<file path="src/hdl/npc16_pkg.sv">
// Shared types, palette levels and level tables for the 16-color nearest-match pipeline.
`default_nettype none
package npc16_pkg;

	localparam int NUM_COLORS = 16;
	localparam int NUM_LEVELS = 4;
	localparam int NUM_CHAN   = 3;
	localparam int DIST_W     = 18;
	localparam int SQ_W       = 16;
	localparam int IDX_W      = 4;

	localparam logic [IDX_W-1:0] IDX_BLACK = 4'd0;
	localparam logic [IDX_W-1:0] IDX_WHITE = 4'd15;

	// Channel order within packed arrays
	localparam int CH_RED   = 2;
	localparam int CH_GREEN = 1;
	localparam int CH_BLUE  = 0;

	localparam logic [7:0] LEVEL [0:NUM_LEVELS-1] = '{8'h00, 8'h54, 8'ha8, 8'hfc};

	// Level code of each palette entry, per channel
	localparam logic [1:0] RED_LVL [0:NUM_COLORS-1] = '{
		2'd0, 2'd0, 2'd0, 2'd0, 2'd2, 2'd2, 2'd2, 2'd2,
		2'd1, 2'd1, 2'd1, 2'd1, 2'd3, 2'd3, 2'd3, 2'd3
	};
	localparam logic [1:0] GREEN_LVL [0:NUM_COLORS-1] = '{
		2'd0, 2'd0, 2'd2, 2'd2, 2'd0, 2'd0, 2'd1, 2'd2,
		2'd1, 2'd1, 2'd3, 2'd3, 2'd1, 2'd1, 2'd3, 2'd3
	};
	localparam logic [1:0] BLUE_LVL [0:NUM_COLORS-1] = '{
		2'd0, 2'd2, 2'd0, 2'd2, 2'd0, 2'd2, 2'd0, 2'd2,
		2'd1, 2'd3, 2'd1, 2'd3, 2'd1, 2'd3, 2'd1, 2'd3
	};

	typedef logic [DIST_W-1:0] dist_t;
	typedef logic [NUM_COLORS-1:0][DIST_W-1:0] dist_arr_t;

endpackage
`default_nettype wire

</file>
<file path="src/hdl/nearest_palette_color_16.sv">
// Top level: nearest 16-color text-mode palette match, five-stage pipeline.
//
//  channel   ports                   handshake
//  input     start, pixel_rgb        taken when start && !busy
//  result    done, color_index       one-cycle strobe on done
//
// One pixel may enter every cycle; its index appears on done once it leaves the last stage.
// Stages: channel differences, squares (twelve 8x8 multipliers), per-entry sums,
// then two stages of the 16-way minimum tree.
// Reset clears the valid bits only; nothing is in flight afterwards.
// busy stays low: the pipeline has no stall path.
`default_nettype none
module nearest_palette_color_16 (
	input  wire logic        clk,
	input  wire logic        arst_n,
	input  wire logic        start,
	output logic             busy,
	input  wire logic [23:0] pixel_rgb,
	output logic             done,
	output logic [3:0]       color_index
);

	npc16_pkg::dist_arr_t dists;
	logic dist_valid;

	assign busy = 1'b0;

	npc16_dist u_dist (
		.clk       (clk),
		.arst_n    (arst_n),
		.in_valid  (start && !busy),
		.pixel_rgb (pixel_rgb),
		.out_valid (dist_valid),
		.dists     (dists)
	);

	npc16_argmin u_argmin (
		.clk         (clk),
		.arst_n      (arst_n),
		.in_valid    (dist_valid),
		.dists       (dists),
		.out_valid   (done),
		.color_index (color_index)
	);

	// Every accepted word produces a result on done
	a_latency_fwd: assert property (@(posedge clk) disable iff (!arst_n)
		start && !busy |-> ##5 done)
		else $error("accepted word did not produce a result");

	a_latency_back: assert property (@(posedge clk) disable iff (!arst_n)
		done |-> $past(start, 5))
		else $error("result without a matching input word");

	a_black: assert property (@(posedge clk) disable iff (!arst_n)
		start && pixel_rgb == 24'h000000 |-> ##5 color_index == npc16_pkg::IDX_BLACK)
		else $error("black pixel not mapped to black");

	a_white: assert property (@(posedge clk) disable iff (!arst_n)
		start && pixel_rgb == 24'hffffff |-> ##5 color_index == npc16_pkg::IDX_WHITE)
		else $error("white pixel not mapped to white");

endmodule
`default_nettype wire

</file>
<file path="src/hdl/npc16_dist.sv">
// Distance stages: per-channel differences, squares, and per-entry sums.
`default_nettype none
module npc16_dist (
	input  wire logic                clk,
	input  wire logic                arst_n,
	input  wire logic                in_valid,
	input  wire logic [23:0]         pixel_rgb,
	output logic                     out_valid,
	output npc16_pkg::dist_arr_t     dists
);

	logic [npc16_pkg::NUM_CHAN-1:0][npc16_pkg::NUM_LEVELS-1:0][7:0] diff_d;
	logic [npc16_pkg::NUM_CHAN-1:0][npc16_pkg::NUM_LEVELS-1:0][7:0] diff_s1;
	logic [npc16_pkg::NUM_CHAN-1:0][npc16_pkg::NUM_LEVELS-1:0][npc16_pkg::SQ_W-1:0] sq_s2;
	npc16_pkg::dist_arr_t dist_d;
	npc16_pkg::dist_arr_t dist_s3;
	logic valid_s1, valid_s2, valid_s3;

	// Absolute difference of each channel against each of the four levels
	always_comb begin
		for (int c = 0; c < npc16_pkg::NUM_CHAN; c++) begin
			for (int l = 0; l < npc16_pkg::NUM_LEVELS; l++) begin
				if (pixel_rgb[8*c +: 8] >= npc16_pkg::LEVEL[l]) begin
					diff_d[c][l] = pixel_rgb[8*c +: 8] - npc16_pkg::LEVEL[l];
				end else begin
					diff_d[c][l] = npc16_pkg::LEVEL[l] - pixel_rgb[8*c +: 8];
				end
			end
		end
	end

	always_comb begin
		for (int k = 0; k < npc16_pkg::NUM_COLORS; k++) begin
			dist_d[k] = npc16_pkg::DIST_W'(sq_s2[npc16_pkg::CH_RED][npc16_pkg::RED_LVL[k]])
				+ npc16_pkg::DIST_W'(sq_s2[npc16_pkg::CH_GREEN][npc16_pkg::GREEN_LVL[k]])
				+ npc16_pkg::DIST_W'(sq_s2[npc16_pkg::CH_BLUE][npc16_pkg::BLUE_LVL[k]]);
		end
	end

	always_ff @(posedge clk or negedge arst_n) begin
		if (!arst_n) begin
			valid_s1 <= 1'b0;
			valid_s2 <= 1'b0;
			valid_s3 <= 1'b0;
		end else begin
			valid_s1 <= in_valid;
			valid_s2 <= valid_s1;
			valid_s3 <= valid_s2;
		end
	end

	always_ff @(posedge clk) begin
		diff_s1 <= diff_d;
		for (int c = 0; c < npc16_pkg::NUM_CHAN; c++) begin
			for (int l = 0; l < npc16_pkg::NUM_LEVELS; l++) begin
				sq_s2[c][l] <= npc16_pkg::SQ_W'(diff_s1[c][l])
					* npc16_pkg::SQ_W'(diff_s1[c][l]);
			end
		end
		dist_s3 <= dist_d;
	end

	assign out_valid = valid_s3;
	assign dists     = dist_s3;

endmodule
`default_nettype wire

</file>
<file path="src/hdl/npc16_argmin.sv">
// Two-stage minimum tree over the 16 distances; lower index wins a tie.
`default_nettype none
module npc16_argmin (
	input  wire logic                           clk,
	input  wire logic                           arst_n,
	input  wire logic                           in_valid,
	input  wire npc16_pkg::dist_arr_t           dists,
	output logic                                out_valid,
	output logic [npc16_pkg::IDX_W-1:0]         color_index
);

	npc16_pkg::dist_t lo_d [0:7];
	logic [npc16_pkg::IDX_W-1:0] lo_i [0:7];
	npc16_pkg::dist_t grp_d [0:3];
	logic [npc16_pkg::IDX_W-1:0] grp_i [0:3];
	npc16_pkg::dist_t min_d_s4 [0:3];
	logic [npc16_pkg::IDX_W-1:0] min_i_s4 [0:3];
	npc16_pkg::dist_t hi_d [0:1];
	logic [npc16_pkg::IDX_W-1:0] hi_i [0:1];
	logic [npc16_pkg::IDX_W-1:0] best_i;
	logic [npc16_pkg::IDX_W-1:0] color_index_s5;
	logic valid_s4, valid_s5;

	// Stage 4: 16 -> 8 -> 4; take the upper candidate only when strictly closer
	always_comb begin
		for (int p = 0; p < 8; p++) begin
			if (dists[2*p+1] < dists[2*p]) begin
				lo_d[p] = dists[2*p+1];
				lo_i[p] = npc16_pkg::IDX_W'(2*p+1);
			end else begin
				lo_d[p] = dists[2*p];
				lo_i[p] = npc16_pkg::IDX_W'(2*p);
			end
		end
		for (int g = 0; g < 4; g++) begin
			if (lo_d[2*g+1] < lo_d[2*g]) begin
				grp_d[g] = lo_d[2*g+1];
				grp_i[g] = lo_i[2*g+1];
			end else begin
				grp_d[g] = lo_d[2*g];
				grp_i[g] = lo_i[2*g];
			end
		end
	end

	// Stage 5: 4 -> 2 -> 1
	always_comb begin
		for (int p = 0; p < 2; p++) begin
			if (min_d_s4[2*p+1] < min_d_s4[2*p]) begin
				hi_d[p] = min_d_s4[2*p+1];
				hi_i[p] = min_i_s4[2*p+1];
			end else begin
				hi_d[p] = min_d_s4[2*p];
				hi_i[p] = min_i_s4[2*p];
			end
		end
		best_i = (hi_d[1] < hi_d[0]) ? hi_i[1] : hi_i[0];
	end

	always_ff @(posedge clk or negedge arst_n) begin
		if (!arst_n) begin
			valid_s4 <= 1'b0;
			valid_s5 <= 1'b0;
		end else begin
			valid_s4 <= in_valid;
			valid_s5 <= valid_s4;
		end
	end

	always_ff @(posedge clk) begin
		for (int g = 0; g < 4; g++) begin
			min_d_s4[g] <= grp_d[g];
			min_i_s4[g] <= grp_i[g];
		end
		color_index_s5 <= best_i;
	end

	assign out_valid   = valid_s5;
	assign color_index = color_index_s5;

endmodule
`default_nettype wire
</file>
<file path="config.mk">
export PLATFORM = sky130hd
export DESIGN_NAME = nearest_palette_color_16
export DESIGN_NICKNAME = d
export VERILOG_FILES = /design/src/hdl/npc16_pkg.sv /design/src/hdl/nearest_palette_color_16.sv /design/src/hdl/npc16_dist.sv /design/src/hdl/npc16_argmin.sv
export SDC_FILE = /design/constraint.sdc
export NUM_CORES = 2
export LEC_CHECK = 0
export BUFFER_PORTS_ARGS = -buffer_cell sky130_fd_sc_hd__buf_4
export CAP_MARGIN = 40
export CORE_ASPECT_RATIO = 1.75
export CORE_UTILIZATION = 60
export CTS_CLUSTER_DIAMETER = 60
export DETAILED_ROUTE_END_ITERATION = 7
export PLACE_DENSITY_LB_ADDON = 0.15
export SYNTH_ARGS = -nofsm -noshare
export SYNTH_HDL_FRONTEND = slang
export SYNTH_HIERARCHICAL = 1
export SYNTH_SLANG_ARGS = --single-unit
</file>
<file path="constraint.sdc">
create_clock -name clk -period 5.3 [get_ports clk]
set_input_delay 0 -clock clk [delete_from_list [all_inputs] [get_ports clk]]
set_output_delay 0 -clock clk [all_outputs]
set_load 0.01 [all_outputs]
</file>
# --- Word-level counts from Yosys, hierarchy flattened ---
# Memories as Yosys holds them, arrays and structs flattened.
# Index checks and enable logic that the tools add are counted.
op_classes:
  n_addsub: 46
  mul: 12
  n_lt_le_gt_ge: 27
  mux: 41
op_table:
  columns: ["op", "n"]
  rows:
  - ["18-bit by 16-bit adder with 18-bit output", 16]
  - ["18-bit < comparator", 15]
  - ["18-bit 2-to-1 mux", 14]
  - ["8-bit by 8-bit multiplier with 16-bit output", 12]
  - ["16-bit by 16-bit adder with 17-bit output", 9]
  - ["8-bit 2-to-1 mux", 12]
  - ["8-bit >= comparator (second input constant)", 6]
  - ["8-bit subtractor (first input constant)", 6]
  - ["8-bit subtractor (second input constant)", 6]
  - ["8-bit by 1-bit >= comparator with 1-bit output (second input constant)", 3]
  - ["8-bit by 7-bit >= comparator with 1-bit output (second input constant)", 3]
  - ["1-bit by 8-bit subtractor with 8-bit output (first input constant)", 3]
  - ["7-bit by 8-bit subtractor with 8-bit output (first input constant)", 3]
  - ["8-bit by 7-bit subtractor with 8-bit output (second input constant)", 3]
  - ["4-bit 2-to-1 mux", 5]
  - ["1-bit 2-to-1 mux", 8]
  - ["2-bit 2-to-1 mux", 2]
word_totals:
  ff_bits: 585
  ramBits: 88
  inputBits: 27
  output_inout_bits: 6
  elab_cells: 174
  memories: 2
memory_table:
  columns: ["memory", "words", "word_bits", "rd", "rd_clocked_by_memory_dff", "write_ports", "line", "source"]
  rows:
  - ["u_argmin.min_d_s4", 4, 18, 4, 0, 4, "npc16_argmin.sv:16", "npc16_pkg::dist_t min_d_s4 [0:3];"]
  - ["u_argmin.min_i_s4", 4, 4, 4, 0, 4, "npc16_argmin.sv:17", "logic [npc16_pkg::IDX_W-1:0] min_i_s4 [0:3];"]

# --- Depth between registers and ports, before layout ---
# An unclocked memory read counts as a cell.
depth:
  word_depth: 5
  mapped_depth: 22
  mapped_depth_nobuf: 18

# --- Modules after synthesis ---
# Netlist, hierarchy kept.
modules_own_cells:
  columns: ["module", "instances", "cells_each", "area_per_inst_um2", "seq_area_each_um2"]
  rows:
  - ["npc16_dist", 1, 5097, 46331.9, 10405.0]
  - ["npc16_argmin", 1, 1339, 11153.2, 1731.7]
  - ["nearest_palette_color_16", 1, 2, 11.3, 0.0]

# --- Worst setup path before layout ---
# OpenSTA, ideal clock, no wires.
synth_path:
  kind: "register -> register"
  start: "register u_dist.dist_s3, in the netlist u_dist/dists[109]"
  end: "memory u_argmin/min_d_s4[0][10] (netlist name)"
  setup_ns: 0.072
  arrival_time_ns: 4.348
  required_ns: 5.228
  setup_slack_ns: 0.881
  stages_incl_launch_ff: 19
  cell_sequence: "dfxtp_1 -> buf_4 -> ha_1 -> a211oi_1 -> nor3_1 -> o31ai_1 -> nand2_1 -> buf_2 -> mux2i_1 -> ha_1 -> a2111oi_0 -> nand2_1 -> a31oi_1 -> nor4_1 -> a2111oi_2 -> o21a_1 -> buf_6 -> buf_8 -> mux2i_1"
synth_rtl:
  columns: ["item", "line", "source"]
  rows:
  - ["from (decl)", "npc16_dist.sv:16", "npc16_pkg::dist_arr_t dist_s3;"]
  - ["from (signal assigned)", "npc16_dist.sv:60", "dist_s3 <= dist_d;"]
  - ["to (decl)", "npc16_argmin.sv:16", null]

==> out/metrics.cfg <==
[route]
route.detailed.drc = 0
drt.antenna.violating_nets = 0
wl_per_cell_um = 20.2
drtIter0Drc = 2022
routed_wl_mm = 156
firstDrtPassIters = 6
num_vias = 44900
vias_per_cell = 5.79

[finish]
fin_nets = 7810
layout_common_cells = 961 x ha_1, 878 x inv_1, 600 x dfxtp_1, 438 x a21oi_1, 379 x nor2_1
area_growth_pct = 7.19
antenna_cells = 0
final_common_cell = ha_1
final_layout_size_suffix_gt1_frac = 0.0405

[critical_path]
crit_buf_inv = 5
cp.depth = 18
cp_data_required_time_ps = 5890
critical-path-top-delay-family = compound AO/OA/AOI/OAI gates
crit_chain = buf_12 > inv_1 > ha_1 > a211oi_2 > o21ai_1 > a221oi_4 > buf_4 > mux2i_1 > inv_1 > ha_1 > a2111oi_0 > nand2_1 > a31oi_1 > nor4_1 > a2111oi_2 > o21a_1 > buf_4 > mux2i_1
reg2reg_to = u_argmin/min_d_s4[0][4]
end_kind = flip-flop
critPathMaxStageDelay_ps = 540
ff2ff_setup_slack_ps = 400
worstSetupPathType = flip-flop to flip-flop
worstReg2RegStart = u_dist/dists[109]
ff2ff_path_depth = 18
start_kind = flip-flop
cp.arrival_ps = 5490
cp_slowest_cell = dfxtp_1
cp_max_fo = 24
crit_path_end = u_argmin/min_d_s4[0][4]
crit_start = u_dist/dists[109]

[logic_synthesis]
yosysWarnings = 6
synth.top_cell.area_share = 0.209
synth.area.top_cells = ha_1 21%, dfxtp_1 21%, fa_1 12%, inv_1 5.7%, xnor2_1 5.7%
synth-async-reset-ratio = 0.00826
seq_area_frac_synth = 0.211
ys.flop_type = dfxtp_1
netlist_area_um2 = 57500
synthesis.instances = 6438
synth_cell_types = 96
ys_seq_elements = 605
synth_edf_count = 0
yosys.area.top_type = ha_1
avgSynthCellArea_um2 = 8.93

[timing]
fmax_mhz = 204
setup_viol = 0
slew_headroom = 0.362
skew_ps = 24.1
period_needed_ps = 4900
post-route-period-util = 0.925
finalHoldViolations = 0
grt_setup_unrepaired = no
finalMaxSlewViolations = 0
finalSetupTns_ps = 0
worst_slew_pin_slew_ps = 933

[floorplan]
fp.dieH_um = 412
dieWidth_um = 236
num_rows = 149
initial_core_util = 0.608
io_pins = 33
core_area_um2 = 94500
die-area_um2 = 97100

[clock_network]
clk-insertion-delay-late_ps = 670
cts_tree = built
clock_sinks = 605
cts_made_buffers = 66
htreeDepth = 3
postCtsSetupBuffers = 0
clkTransAtPathRegs_ps = 60
clockBufferDepth = 3
cts_root_buf = clkbuf_16
cts_resized = 0
ctsHoldBuffers = 30

[grt]
track_usage = 0.325
antenna_found_initial = 1
grt_pass1_vias = 45800
overflow = 0
grt_pass1_wl_mm = 244
grt_start_max_net_pins = 33

[place]
io_buffers = 31
gp_congestion = 0.998
dp_hpwl_mm = 132

[min_path]
min_path_cells = 2
hp-class = primary input to flip-flop

[job]
max_cap_violations = 0

[status]
outcome = finished clean

-- cell type report --
cell class,count,area [um2]
Multi-Input combinational cell,4826,41400
Sequential cell,605,12100
Fill cell,7868,32900
Timing Repair Buffer,112,948
Clock inverter,33,434
Tap cell,1208,1510
Inverter,880,3300
Clock buffer,88,1870
-- how the worst min path moves through the flow --
stage | slack [ps] | to | startpoint
after detailed placement | -200 | u_dist/valid_s2 | arst_n
after global routing | 20 | u_dist/diff_s1[33] | pixel_rgb[9]
after floorplan | -300 | u_argmin/out_valid | arst_n
final | 40 | u_dist/diff_s1[33] | pixel_rgb[9]
after global placement | -200 | u_argmin/out_valid | arst_n
after CTS | 9 | u_dist/diff_s1[1] | pixel_rgb[1]
-- cells by family (layout without fill, tap and decap cells) --
group,Yosys count,in the layout,synth area share
buffers and inverters,1016,1113,0.0698
multiplexers,273,273,0.0482
adder cells (fa/ha/maj),1292,1292,0.324
AO/OA/AOI/OAI,1212,1212,0.136
flip-flops,605,605,0.211
AND/OR/NAND/NOR,1520,1520,0.132
XOR/XNOR,518,518,0.0789
other,2,11,0.000131
-- metal layers --
layer,wire length (um),GRT usage
met1,55200,0.311
met2,79600,0.608
met3,4920,0.0395
met5,19,0
met4,16700,0.292
-- registers in the layout, summed over array words and instances (netlist names), 4 cells and up --
signal and cells:
u_argmin/min_i_s4 8, u_dist/sq_s2 171, u_dist/dists 258, u_dist/diff_s1 87, u_argmin/color_index 4, u_argmin/min_d_s4 72
-- cells in the mapped netlist, drive strengths merged (17+ instances only) --
cell	instances
clkbuf	76
o21a	63
a21oi	438
nor2	380
o21ai	192
xor2	144
o21bai	51
nand4	48
dfxtp	600
nand2b	51
nand3	105
a211oi	46
buf	60
and2	247
nor3	115
o211ai	32
inv	879
and3	68
or2	19
mux2	32
a21o	133
mux2i	241
a2111oi	22
or3	35
ha	961
nand2	314
nor2b	96
a31oi	39
o41ai	17
fa	331
xnor2	374
-- stage by stage --
step / cell area [um2] / instances / worst slack (ps) / util / hold WS [ps]
CTS: 61600 / 7752 / 438 / 0.652 / 9.25
floorplan: 57500 / 6447 / 881 / - / -296
finish: 61600 / 7752 / 400 / 0.652 / 44.9
global route: 61600 / 7752 / 101 / 0.652 / 24.3
detailed placement: 59000 / 7601 / 431 / 0.625 / -196
global placement: 59000 / 7599 / 499 / 0.624 / -201
Power is left out: the tool's default activity adds up to more than one toggle a clock period on the data nets, which glitch-free logic cannot reach.
